--- config.mk ---
export PLATFORM = sky130hd
export DESIGN_NAME = lru_key_value_cache
export DESIGN_NICKNAME = d
export VERILOG_FILES = /design/src/sv/lkvc_pkg.sv /design/src/sv/lkvc_seq.sv /design/src/sv/lkvc_store.sv /design/src/sv/lru_key_value_cache.sv
export SDC_FILE = /design/constraint.sdc
export NUM_CORES = 1
export LEC_CHECK = 0
export BUFFER_PORTS_ARGS = -buffer_cell sky130_fd_sc_hd__buf_2
export CORE_ASPECT_RATIO = 1.1
export CORE_MARGIN = 3
export CORE_UTILIZATION = 40
export DETAILED_ROUTE_END_ITERATION = 8
export SLEW_MARGIN = 20
export SYNTH_ARGS = -nofsm -noshare
export SYNTH_HDL_FRONTEND = slang
export SYNTH_SLANG_ARGS = --single-unit
export TNS_END_PERCENT = 10
--- constraint.sdc ---
create_clock -name clk -period 6.76 [get_ports clk]
set_input_delay 0.338 -clock clk [delete_from_list [all_inputs] [get_ports clk]]
set_output_delay 0.338 -clock clk [all_outputs]
set_load 0.005 [all_outputs]
--- src/sv/lkvc_pkg.sv ---
`timescale 1ns / 1ps
`default_nettype none
// ----------------------------------------------------------------------------
// lkvc_pkg
// Shared types, codes and defaults for the LRU key-value cache.
// ----------------------------------------------------------------------------
package lkvc_pkg;

	// built size and register reset
	localparam int          CAPACITY_DEF = 16;
	localparam int          CFG_W        = 5;
	localparam logic [4:0]  CAP_RESET    = 5'd16;

	// operation codes
	localparam logic [1:0]  MODE_GET   = 2'd0;
	localparam logic [1:0]  MODE_SET   = 2'd1;
	localparam logic [1:0]  MODE_ERASE = 2'd2;

	// value returned when nothing is read
	localparam logic signed [31:0] NO_VALUE = 32'shFFFF_FFFF;

	typedef struct packed {
		logic [1:0]         mode;
		logic signed [31:0] lookup_key;
		logic signed [31:0] store_value;
	} in_word_t;

	typedef struct packed {
		logic               hit;
		logic signed [31:0] read_value;
	} out_word_t;

	typedef enum logic [1:0] {
		ST_IDLE,
		ST_FIND,
		ST_UPDATE,
		ST_COMMIT
	} state_t;

	// sequencer to store controls
	typedef struct packed {
		logic load;     // command word taken
		logic find_rd;  // find pass read issued
		logic upd_rd;   // rank update pass read issued
		logic commit;   // final write-back cycle
	} ctrl_t;

endpackage
`default_nettype wire

--- src/sv/lkvc_seq.sv ---
`timescale 1ns / 1ps
`default_nettype none
// ----------------------------------------------------------------------------
// lkvc_seq
// Sequencer: runs the find pass, the rank update pass and the commit cycle,
// and steps the shared entry address.
// ----------------------------------------------------------------------------
module lkvc_seq #(
	parameter int CAPACITY = lkvc_pkg::CAPACITY_DEF
) (
	input  wire                                      clk,
	input  wire                                      arst_n,
	input  wire                                      start,
	output logic                                     busy,
	output lkvc_pkg::ctrl_t                          ctrl,
	output logic [((CAPACITY > 1) ? $clog2(CAPACITY) : 1)-1:0] addr
);

	localparam int            IW   = (CAPACITY > 1) ? $clog2(CAPACITY) : 1;
	localparam logic [IW-1:0] LAST = IW'(CAPACITY - 1);

	lkvc_pkg::state_t state_q, state_d;
	logic [IW-1:0]    addr_q, addr_d;

	// state and address registers
	always_ff @(posedge clk or negedge arst_n) begin
		if (!arst_n) begin
			state_q <= lkvc_pkg::ST_IDLE;
			addr_q  <= '0;
		end else begin
			state_q <= state_d;
			addr_q  <= addr_d;
		end
	end

	// next state and controls
	always_comb begin
		state_d      = state_q;
		addr_d       = addr_q;
		ctrl         = '0;
		busy         = 1'b1;
		case (state_q)
			lkvc_pkg::ST_IDLE: begin
				busy = 1'b0;
				if (start) begin
					ctrl.load = 1'b1;
					addr_d    = '0;
					state_d   = lkvc_pkg::ST_FIND;
				end
			end
			lkvc_pkg::ST_FIND: begin
				ctrl.find_rd = 1'b1;
				if (addr_q == LAST) begin
					addr_d  = '0;
					state_d = lkvc_pkg::ST_UPDATE;
				end else begin
					addr_d = addr_q + IW'(1);
				end
			end
			lkvc_pkg::ST_UPDATE: begin
				ctrl.upd_rd = 1'b1;
				if (addr_q == LAST) begin
					addr_d  = '0;
					state_d = lkvc_pkg::ST_COMMIT;
				end else begin
					addr_d = addr_q + IW'(1);
				end
			end
			lkvc_pkg::ST_COMMIT: begin
				ctrl.commit = 1'b1;
				state_d     = lkvc_pkg::ST_IDLE;
			end
			default: begin
				state_d = lkvc_pkg::ST_IDLE;
			end
		endcase
	end

	assign addr = addr_q;

endmodule
`default_nettype wire

--- src/sv/lkvc_store.sv ---
`timescale 1ns / 1ps
`default_nettype none
// ----------------------------------------------------------------------------
// lkvc_store
// Entry memories, valid bits and the shared scan unit: one entry a cycle is
// compared for key match, oldest entry and first free slot, then a second
// pass rewrites the recency ranks, and a commit cycle stores the word.
// ----------------------------------------------------------------------------
module lkvc_store #(
	parameter int CAPACITY = lkvc_pkg::CAPACITY_DEF
) (
	input  wire                                      clk,
	input  wire                                      arst_n,
	input  lkvc_pkg::ctrl_t                          ctrl,
	input  wire [((CAPACITY > 1) ? $clog2(CAPACITY) : 1)-1:0] addr,
	input  lkvc_pkg::in_word_t                       cmd,
	input  wire [lkvc_pkg::CFG_W-1:0]                capacity,
	output logic                                     done,
	output lkvc_pkg::out_word_t                      rsp
);

	localparam int IW = (CAPACITY > 1) ? $clog2(CAPACITY) : 1;
	localparam int RW = IW;
	localparam int OW = $clog2(CAPACITY + 1);
	localparam int LW = (OW > lkvc_pkg::CFG_W) ? OW : lkvc_pkg::CFG_W;

	// entry storage
	logic signed [31:0] key_mem   [CAPACITY];
	logic signed [31:0] value_mem [CAPACITY];
	logic [RW-1:0]      rank_mem  [CAPACITY];
	logic [CAPACITY-1:0] valid_q;
	logic [OW-1:0]       occ_q;

	// captured command
	logic [1:0]         mode_q;
	logic signed [31:0] key_q;
	logic signed [31:0] val_q;

	// read pipeline
	logic               find_v_s1, upd_v_s1;
	logic [IW-1:0]      addr_s1;
	logic signed [31:0] key_rd_s1, val_rd_s1;
	logic [RW-1:0]      rank_rd_s1;

	// find pass results
	logic               found_q, vic_found_q, free_found_q;
	logic [IW-1:0]      idx_q, vic_q, free_q;
	logic [RW-1:0]      mrank_q, vrank_q;
	logic signed [31:0] mval_q;

	// result
	logic                done_q;
	lkvc_pkg::out_word_t rsp_q;

	// effective capacity, saturated to the built size
	logic [LW-1:0] cap_ext, cap_lim;
	logic          cap_on;
	assign cap_ext = LW'(capacity);
	assign cap_lim = (cap_ext > LW'(CAPACITY)) ? LW'(CAPACITY) : cap_ext;
	assign cap_on  = (cap_lim != '0);

	// operation decode from the find pass
	logic is_get, is_set, is_erase;
	logic do_touch, do_remove, do_insert, evict;
	logic [IW-1:0] slot;
	assign is_get    = (mode_q == lkvc_pkg::MODE_GET);
	assign is_set    = (mode_q == lkvc_pkg::MODE_SET);
	assign is_erase  = (mode_q == lkvc_pkg::MODE_ERASE);
	assign do_touch  = found_q && (is_get || (is_set && cap_on));
	assign do_remove = found_q && is_erase;
	assign do_insert = !found_q && is_set && cap_on;
	assign evict     = do_insert && (LW'(occ_q) >= cap_lim);
	assign slot      = (evict && (!free_found_q || (vic_q < free_q))) ? vic_q : free_q;

	// memory reads, one address a cycle
	always_ff @(posedge clk) begin
		key_rd_s1  <= key_mem[addr];
		val_rd_s1  <= value_mem[addr];
		rank_rd_s1 <= rank_mem[addr];
		addr_s1    <= addr;
	end

	always_ff @(posedge clk or negedge arst_n) begin
		if (!arst_n) begin
			find_v_s1 <= 1'b0;
			upd_v_s1  <= 1'b0;
		end else begin
			find_v_s1 <= ctrl.find_rd;
			upd_v_s1  <= ctrl.upd_rd;
		end
	end

	// command capture
	always_ff @(posedge clk) begin
		if (ctrl.load) begin
			mode_q <= cmd.mode;
			key_q  <= cmd.lookup_key;
			val_q  <= cmd.store_value;
		end
	end

	// scan unit: key match, oldest valid entry, first free slot
	logic cur_v;
	assign cur_v = valid_q[addr_s1];

	always_ff @(posedge clk or negedge arst_n) begin
		if (!arst_n) begin
			found_q      <= 1'b0;
			vic_found_q  <= 1'b0;
			free_found_q <= 1'b0;
		end else if (ctrl.load) begin
			found_q      <= 1'b0;
			vic_found_q  <= 1'b0;
			free_found_q <= 1'b0;
		end else if (find_v_s1) begin
			if (cur_v && (key_rd_s1 == key_q) && !found_q) begin
				found_q <= 1'b1;
			end
			if (cur_v && (!vic_found_q || (rank_rd_s1 > vrank_q))) begin
				vic_found_q <= 1'b1;
			end
			if (!cur_v && !free_found_q) begin
				free_found_q <= 1'b1;
			end
		end
	end

	always_ff @(posedge clk) begin
		if (find_v_s1) begin
			if (cur_v && (key_rd_s1 == key_q) && !found_q) begin
				idx_q   <= addr_s1;
				mrank_q <= rank_rd_s1;
				mval_q  <= val_rd_s1;
			end
			if (cur_v && (!vic_found_q || (rank_rd_s1 > vrank_q))) begin
				vic_q   <= addr_s1;
				vrank_q <= rank_rd_s1;
			end
			if (!cur_v && !free_found_q) begin
				free_q <= addr_s1;
			end
		end
	end

	// rank update for the entry read in the previous cycle
	logic [RW-1:0] rank_new;
	always_comb begin
		rank_new = rank_rd_s1;
		if (do_touch) begin
			if (addr_s1 == idx_q) begin
				rank_new = '0;
			end else if (cur_v && (rank_rd_s1 < mrank_q)) begin
				rank_new = rank_rd_s1 + RW'(1);
			end
		end else if (do_remove) begin
			if (cur_v && (rank_rd_s1 > mrank_q)) begin
				rank_new = rank_rd_s1 - RW'(1);
			end
		end else if (do_insert) begin
			if (addr_s1 == slot) begin
				rank_new = '0;
			end else if (cur_v && !(evict && (addr_s1 == vic_q))) begin
				rank_new = rank_rd_s1 + RW'(1);
			end
		end
	end

	always_ff @(posedge clk) begin
		if (upd_v_s1) begin
			rank_mem[addr_s1] <= rank_new;
		end
	end

	// commit: key and value writes
	always_ff @(posedge clk) begin
		if (ctrl.commit) begin
			if (do_touch && is_set) begin
				value_mem[idx_q] <= val_q;
			end else if (do_insert) begin
				key_mem[slot]   <= key_q;
				value_mem[slot] <= val_q;
			end
		end
	end

	// commit: valid bits and occupancy
	always_ff @(posedge clk or negedge arst_n) begin
		if (!arst_n) begin
			valid_q <= '0;
			occ_q   <= '0;
		end else if (ctrl.commit) begin
			if (do_remove) begin
				valid_q[idx_q] <= 1'b0;
				occ_q          <= occ_q - OW'(1);
			end else if (do_insert) begin
				if (evict) begin
					valid_q[vic_q] <= 1'b0;
				end
				valid_q[slot] <= 1'b1;
				if (!evict) begin
					occ_q <= occ_q + OW'(1);
				end
			end
		end
	end

	// result word, shown for one cycle
	always_ff @(posedge clk or negedge arst_n) begin
		if (!arst_n) begin
			done_q <= 1'b0;
		end else begin
			done_q <= ctrl.commit;
		end
	end

	always_ff @(posedge clk) begin
		if (ctrl.commit) begin
			rsp_q.hit        <= found_q;
			rsp_q.read_value <= (is_get && found_q) ? mval_q : lkvc_pkg::NO_VALUE;
		end
	end

	assign done = done_q;
	assign rsp  = rsp_q;

	// occupancy tracks the valid bits
	a_occ_count: assert property (@(posedge clk) disable iff (!arst_n)
		$countones(valid_q) == int'(occ_q))
		else $error("occupancy does not match valid entries");

	// a result word only follows a commit
	a_done_commit: assert property (@(posedge clk) disable iff (!arst_n)
		done_q |-> $past(ctrl.commit))
		else $error("result strobe without commit");

	// an insert always finds a slot
	a_insert_slot: assert property (@(posedge clk) disable iff (!arst_n)
		(ctrl.commit && do_insert) |-> (evict || free_found_q))
		else $error("insert without a free slot");

	// a matched entry ranks inside the occupied range
	a_match_rank: assert property (@(posedge clk) disable iff (!arst_n)
		(ctrl.commit && found_q) |-> (OW'(mrank_q) < occ_q))
		else $error("matched entry rank out of range");

endmodule
`default_nettype wire

--- src/sv/lru_key_value_cache.sv ---
`timescale 1ns / 1ps
`default_nettype none
// ----------------------------------------------------------------------------
// lru_key_value_cache
// Fully associative key-value cache with least-recently-used replacement.
// ----------------------------------------------------------------------------
// Pulse start with a command word while busy is low. No new command is
// taken while busy is high: one memory read port walks all entries twice,
// once to match the key and find the oldest entry and a free slot, once to
// rewrite the recency ranks, and then a commit cycle follows. The result
// word appears for exactly one cycle with done high, in the cycle busy
// drops; there is no way to hold it off, so capture it then. The store is
// empty right after reset with no clearing pass. Write cfg_data with cfg_we
// only while idle; values above CAPACITY act as CAPACITY.
// ----------------------------------------------------------------------------
module lru_key_value_cache #(
	parameter int CAPACITY = lkvc_pkg::CAPACITY_DEF
) (
	input  wire                       clk,
	input  wire                       arst_n,
	input  wire                       start,
	output logic                      busy,
	input  lkvc_pkg::in_word_t        cmd,
	output logic                      done,
	output lkvc_pkg::out_word_t       rsp,
	input  wire                       cfg_we,
	input  wire [lkvc_pkg::CFG_W-1:0] cfg_data
);

	localparam int IW = (CAPACITY > 1) ? $clog2(CAPACITY) : 1;

	lkvc_pkg::ctrl_t            ctrl;
	logic [IW-1:0]              addr;
	logic [lkvc_pkg::CFG_W-1:0] capacity_q;

	// capacity register
	always_ff @(posedge clk or negedge arst_n) begin
		if (!arst_n) begin
			capacity_q <= lkvc_pkg::CAP_RESET;
		end else if (cfg_we) begin
			capacity_q <= cfg_data;
		end
	end

	lkvc_seq #(
		.CAPACITY (CAPACITY)
	) u_seq (
		.clk    (clk),
		.arst_n (arst_n),
		.start  (start),
		.busy   (busy),
		.ctrl   (ctrl),
		.addr   (addr)
	);

	lkvc_store #(
		.CAPACITY (CAPACITY)
	) u_store (
		.clk      (clk),
		.arst_n   (arst_n),
		.ctrl     (ctrl),
		.addr     (addr),
		.cmd      (cmd),
		.capacity (capacity_q),
		.done     (done),
		.rsp      (rsp)
	);

endmodule
`default_nettype wire

==> qor.log <==
qor: run_status.outcome finished, final reports clean
qor: clock_tree.cts-htree-levels 4
qor: clock_tree.cts_clock_pin_slew_for_the_worst_setup_and_hold_paths 60 ps
qor: power.clock_power_share 32.5%
qor: synth.synth_top_area_share 71.5%
qor: route.route.detailed.drc 0
qor: layout.filler_instances 10,800
qor: timing.slew_headroom 25.3%
qor: timing.max_clock_freq 0.218 GHz
qor: clock_tree.clock_insertion_delay_worst_skew 770 ps
qor: place.gp_congestion 0.819
qor: timing.fin_tns_setup 0 ps
qor: grt.top_usage_layer met2
qor: clock_tree.clk_path_buf_depth 3
qor: grt.gr-usage-met1 25.4%
qor: run.max_cap_violations 0
qor: power.power.net_switching 6.88 mW
qor: synth.synth.cell_area 0.0520 mm²
qor: synth.synth.most_common_cell sky130_fd_sc_hd__edfxtp_1
qor: worst_setup_path.r2r_start capacity_q[4]
qor: die.initial_utilization 40.4%
qor: synth.synth_sequential_area_ratio 76.1%
qor: grt.grt_remaining_overflow 0
qor: hold_path.hp_class input port to async pin
qor: worst_setup_path.r2r_end u_store.value_mem[2][28]
qor: die.die_height 384 µm
qor: timing.maxSlewViolCount 0
qor: synth.ys_types 70
qor: power.internal-power 16.5 mW
qor: timing.finalCriticalPeriod 4580 ps
qor: layout.finish.net_count 3,194
qor: route.viasPerCell 5.46
qor: timing.finalHoldViolCount 0
qor: power.comb_power_share 21.7%
qor: die.core-area 0.129 mm²
qor: grt.globalRouteMet3Util 2.87%
qor: grt.first_global_vias 27,400
qor: clock_tree.cts_root_buffer sky130_fd_sc_hd__clkbuf_16
qor: worst_setup_path.worstSetupEndpointType flop
qor: timing.final.period_utilization 67.8%
qor: synth.post_synth_net_total 2,961
qor: synth.yosys_register_bits 1,349
qor: layout.layout-drive-gt1-share 19.8%
qor: route.routedWlPerCell 24.8 µm
qor: worst_setup_path.critical_path.most_common_cell sky130_fd_sc_hd__o21ai_0
qor: worst_setup_path.critical-path-max-stage-delay 860 ps
qor: worst_setup_path.list_of_cells_traversed_by_the_critical_path inv_1, nand2_1, ha_1, a21oi_1, o21ai_0, a31oi_2, o21ai_0, a31oi_1, nand2b_1, nor2_4, buf_4
qor: clock_tree.cts.repair_timing.setup_buffer_count 0
qor: power.finalPower 23.3 mW
qor: power.ir_drop 0.311 mV
qor: worst_setup_path.critical_path_peak_fanout 19
qor: place.place_worst_setup_slack 2250 ps
qor: power.power_leakage 19.7 nW
qor: grt.grt_pass1_wl 181,000 µm
qor: timing.worst_clock_skew 36.6 ps
qor: route.drt.antenna.violating_nets 0
qor: synth.synth_ff_type sky130_fd_sc_hd__edfxtp_1
qor: clock_tree.tritoncts.num_buffers 138
qor: synth.asyncSetResetFlopFracSynth 2.82%
qor: clock_tree.post_cts_resized 0
qor: layout.multi_input_comb_area 0.0119 mm²
qor: timing.report.final.setup_viol 0
qor: clock_tree.cts.sink_count 1,349
qor: power.pwr_density_cell 388 mW/mm²
qor: route.drt_first_pass_iters 5
qor: worst_setup_path.worst-endpoint-required 7200 ps
qor: worst_setup_path.worst-endpoint-arrival 5020 ps
qor: worst_setup_path.timing.critical_path.from_type flop
qor: synth.number_of_enable_flip_flop_cells_after_synthesis 1,239
qor: grt.globalRouteMet2Util 29.8%
qor: power.power_frac_seq 45.8%
qor: die.fp.dieW 350 µm
qor: route.initial_detailed_routing_violation_count 2,435
qor: worst_setup_path.setup.reg_to_reg.worst_slack 2180 ps
qor: route.routed_wirelength 121,000 µm
qor: layout.syn_to_final_growth 15.8%
qor: timing.setup_ws 2180 ps
qor: die.fp.dieArea 0.134 mm²
qor: worst_setup_path.cpMaxStageDelayCell sky130_fd_sc_hd__a31oi_2
qor: power.power.share.switching 29.5%
qor: timing.grt_setup_unrepaired false
qor: synth.post_synth_inst_count 2,858
qor: worst_setup_path.worst_setup_path_startpoint capacity_q[4]
qor: worst_setup_path.crit_type flop to flop
qor: synth.synth_top_cells_by_count sky130_fd_sc_hd__edfxtp_1 (1,239), sky130_fd_sc_hd__mux2i_1 (210), sky130_fd_sc_hd__o21ai_0 (183)
qor: timing.worst_pin_slew 1120 ps
qor: die.io_pins 110
qor: synth.synth_warn 0
qor: synth.synth_area_leaders sky130_fd_sc_hd__edfxtp_1 (72%), sky130_fd_sc_hd__mux4_2 (6.1%), sky130_fd_sc_hd__mux2i_1 (4.0%)
qor: layout.ff_latch_area 0.0396 mm²
qor: grt.grt_usage 18.2%
qor: place.post-dp-hpwl 67,400 µm
qor: synth.postSynthAreaPerCell 18.2 µm²
qor: grt.grt_max_degree 111
qor: synth.synthDominantAreaCellType sky130_fd_sc_hd__edfxtp_1
qor: clock_tree.cts_tree yes
qor: worst_setup_path.crit_end u_store.value_mem[2][28]
qor: worst_setup_path.ff2ff_path_depth 11
qor: die.floorplan.rows 138
qor: layout.final_core_util 46.7%
qor: grt.number_of_antenna_violations_at_the_first_check_in_global_routing 4
qor: route.route.vias.total 26,700
qor: place.buffer_ports.inserted 109
[power groups by stage]
stage / combinational, mW / clock [mW] / sequential, mW
3_3_place_gp: 5.05 / 0 / 10.8
3_5_place_dp: 5.08 / 0 / 10.9
4_1_cts: 5.14 / 7.75 / 10.7
5_1_grt: 5.54 / 8.08 / 10.8
2_1_floorplan: 3.74 / 0 / 10.5
6_report: 5.07 / 7.58 / 10.7
[how the worst min path moves through the flow]
stage | startpoint | endpoint | slack (ps) | depth (start not counted)
6_report | arst_n | u_store.done | 110 | 2
5_1_grt | arst_n | u_store.done | 130 | 2
4_1_cts | cmd[35] | u_store.key_q[3] | 210 | 2
3_5_place_dp | u_store.val_rd_s1[4] | u_store.mval_q[4] | 390 | 0
3_3_place_gp | u_store.val_rd_s1[4] | u_store.mval_q[4] | 390 | 0
2_1_floorplan | arst_n | capacity_q[0] | 40 | 0
[worst max-delay path: cells and delay by family (launching register included)]
| family | cells | cell delay, ps |
|---|---|---|
| buf+inv | 2 | 510 |
| compound gates | 5 | 1860 |
| fa+ha+maj | 1 | 230 |
| simple gates | 3 | 1060 |
| flops | 1 | 580 |
[layer usage]
layer,up-vias,share of wire (%)
li1,11900,-
met1,13900,44
met2,741,49
met3,166,4.9
met4,0,2.2
met5,-,0
[cell type report]
| cell class | instances | share of cell area, % |
|---|---|---|
| multi-input cells | 1322 | 19.7 |
| inverters | 40 | 0.249 |
| well taps | 1680 | 3.49 |
| flip-flops and latches | 1349 | 65.8 |
| diodes | 1 | 0.00416 |
| clock inverters | 73 | 1.24 |
| clock buffers | 183 | 6.27 |
| repair buffers | 240 | 3.24 |
[cell families (layout without fill, tap and decap cells)]
logic type / after synthesis / in the layout / synth area share [%]
flops: 1349 / 1349 / 76.1
compound gates: 504 / 504 / 6.30
fa+ha+maj: 28 / 28 / 0.688
other cells: 0 / 1 / 0
mux: 422 / 422 / 11.7
simple gates: 319 / 319 / 2.96
buf+inv: 187 / 536 / 1.42
xor+xnor: 49 / 49 / 0.825
[what timing repair did]
item,in CTS,in global routing
setup endpoints to repair,0,0
hold buffers,79,0
hold endpoints to repair,109,0
[sequential cells by signal, summed over array words and instances (netlist names), 16 cells and up]
name and flops:
u_store.key_q 32, u_store.val_q 32, u_store.mval_q 32, u_store.rsp 33, u_store.rank_mem 64, u_store.valid_q 16, u_store.val_rd_s1 32, u_store.value_mem 512
u_store.key_mem 512, u_store.key_rd_s1 32
[metrics by stage]
| stage | std cells | instance area [µm²] | hold WS, ps |
|---|---|---|---|
| detailed placement | 4549 | 54800 | 389 |
| floorplan | 2858 | 52000 | 42.4 |
| finish | 4888 | 60200 | 109 |
| global placement | 4539 | 54600 | 387 |
| global route | 4887 | 60200 | 131 |
| CTS | 4884 | 60100 | 214 |
[placed cells by master, fill, tap and decap left out, drive strengths merged, types with 10 or more instances in the layout]
master / n
a21oi: 110
dfxtp: 72
mux2i: 210
mux2: 72
nor3: 22
o211a: 11
nand4: 11
buf: 161
a221oi: 69
bufinv: 10
ha: 27
nand2b: 11
nor2: 60
nand3: 32
clkbuf: 183
inv: 49
xor2: 24
dlygate4sd3: 79
a22oi: 68
nand2: 115
xnor2: 25
clkinv: 50
mux4: 140
edfxtp: 1239
o21ai: 186
or3: 32
dfrtp: 37
No activity file was read; power rests on OpenSTA's default activity.
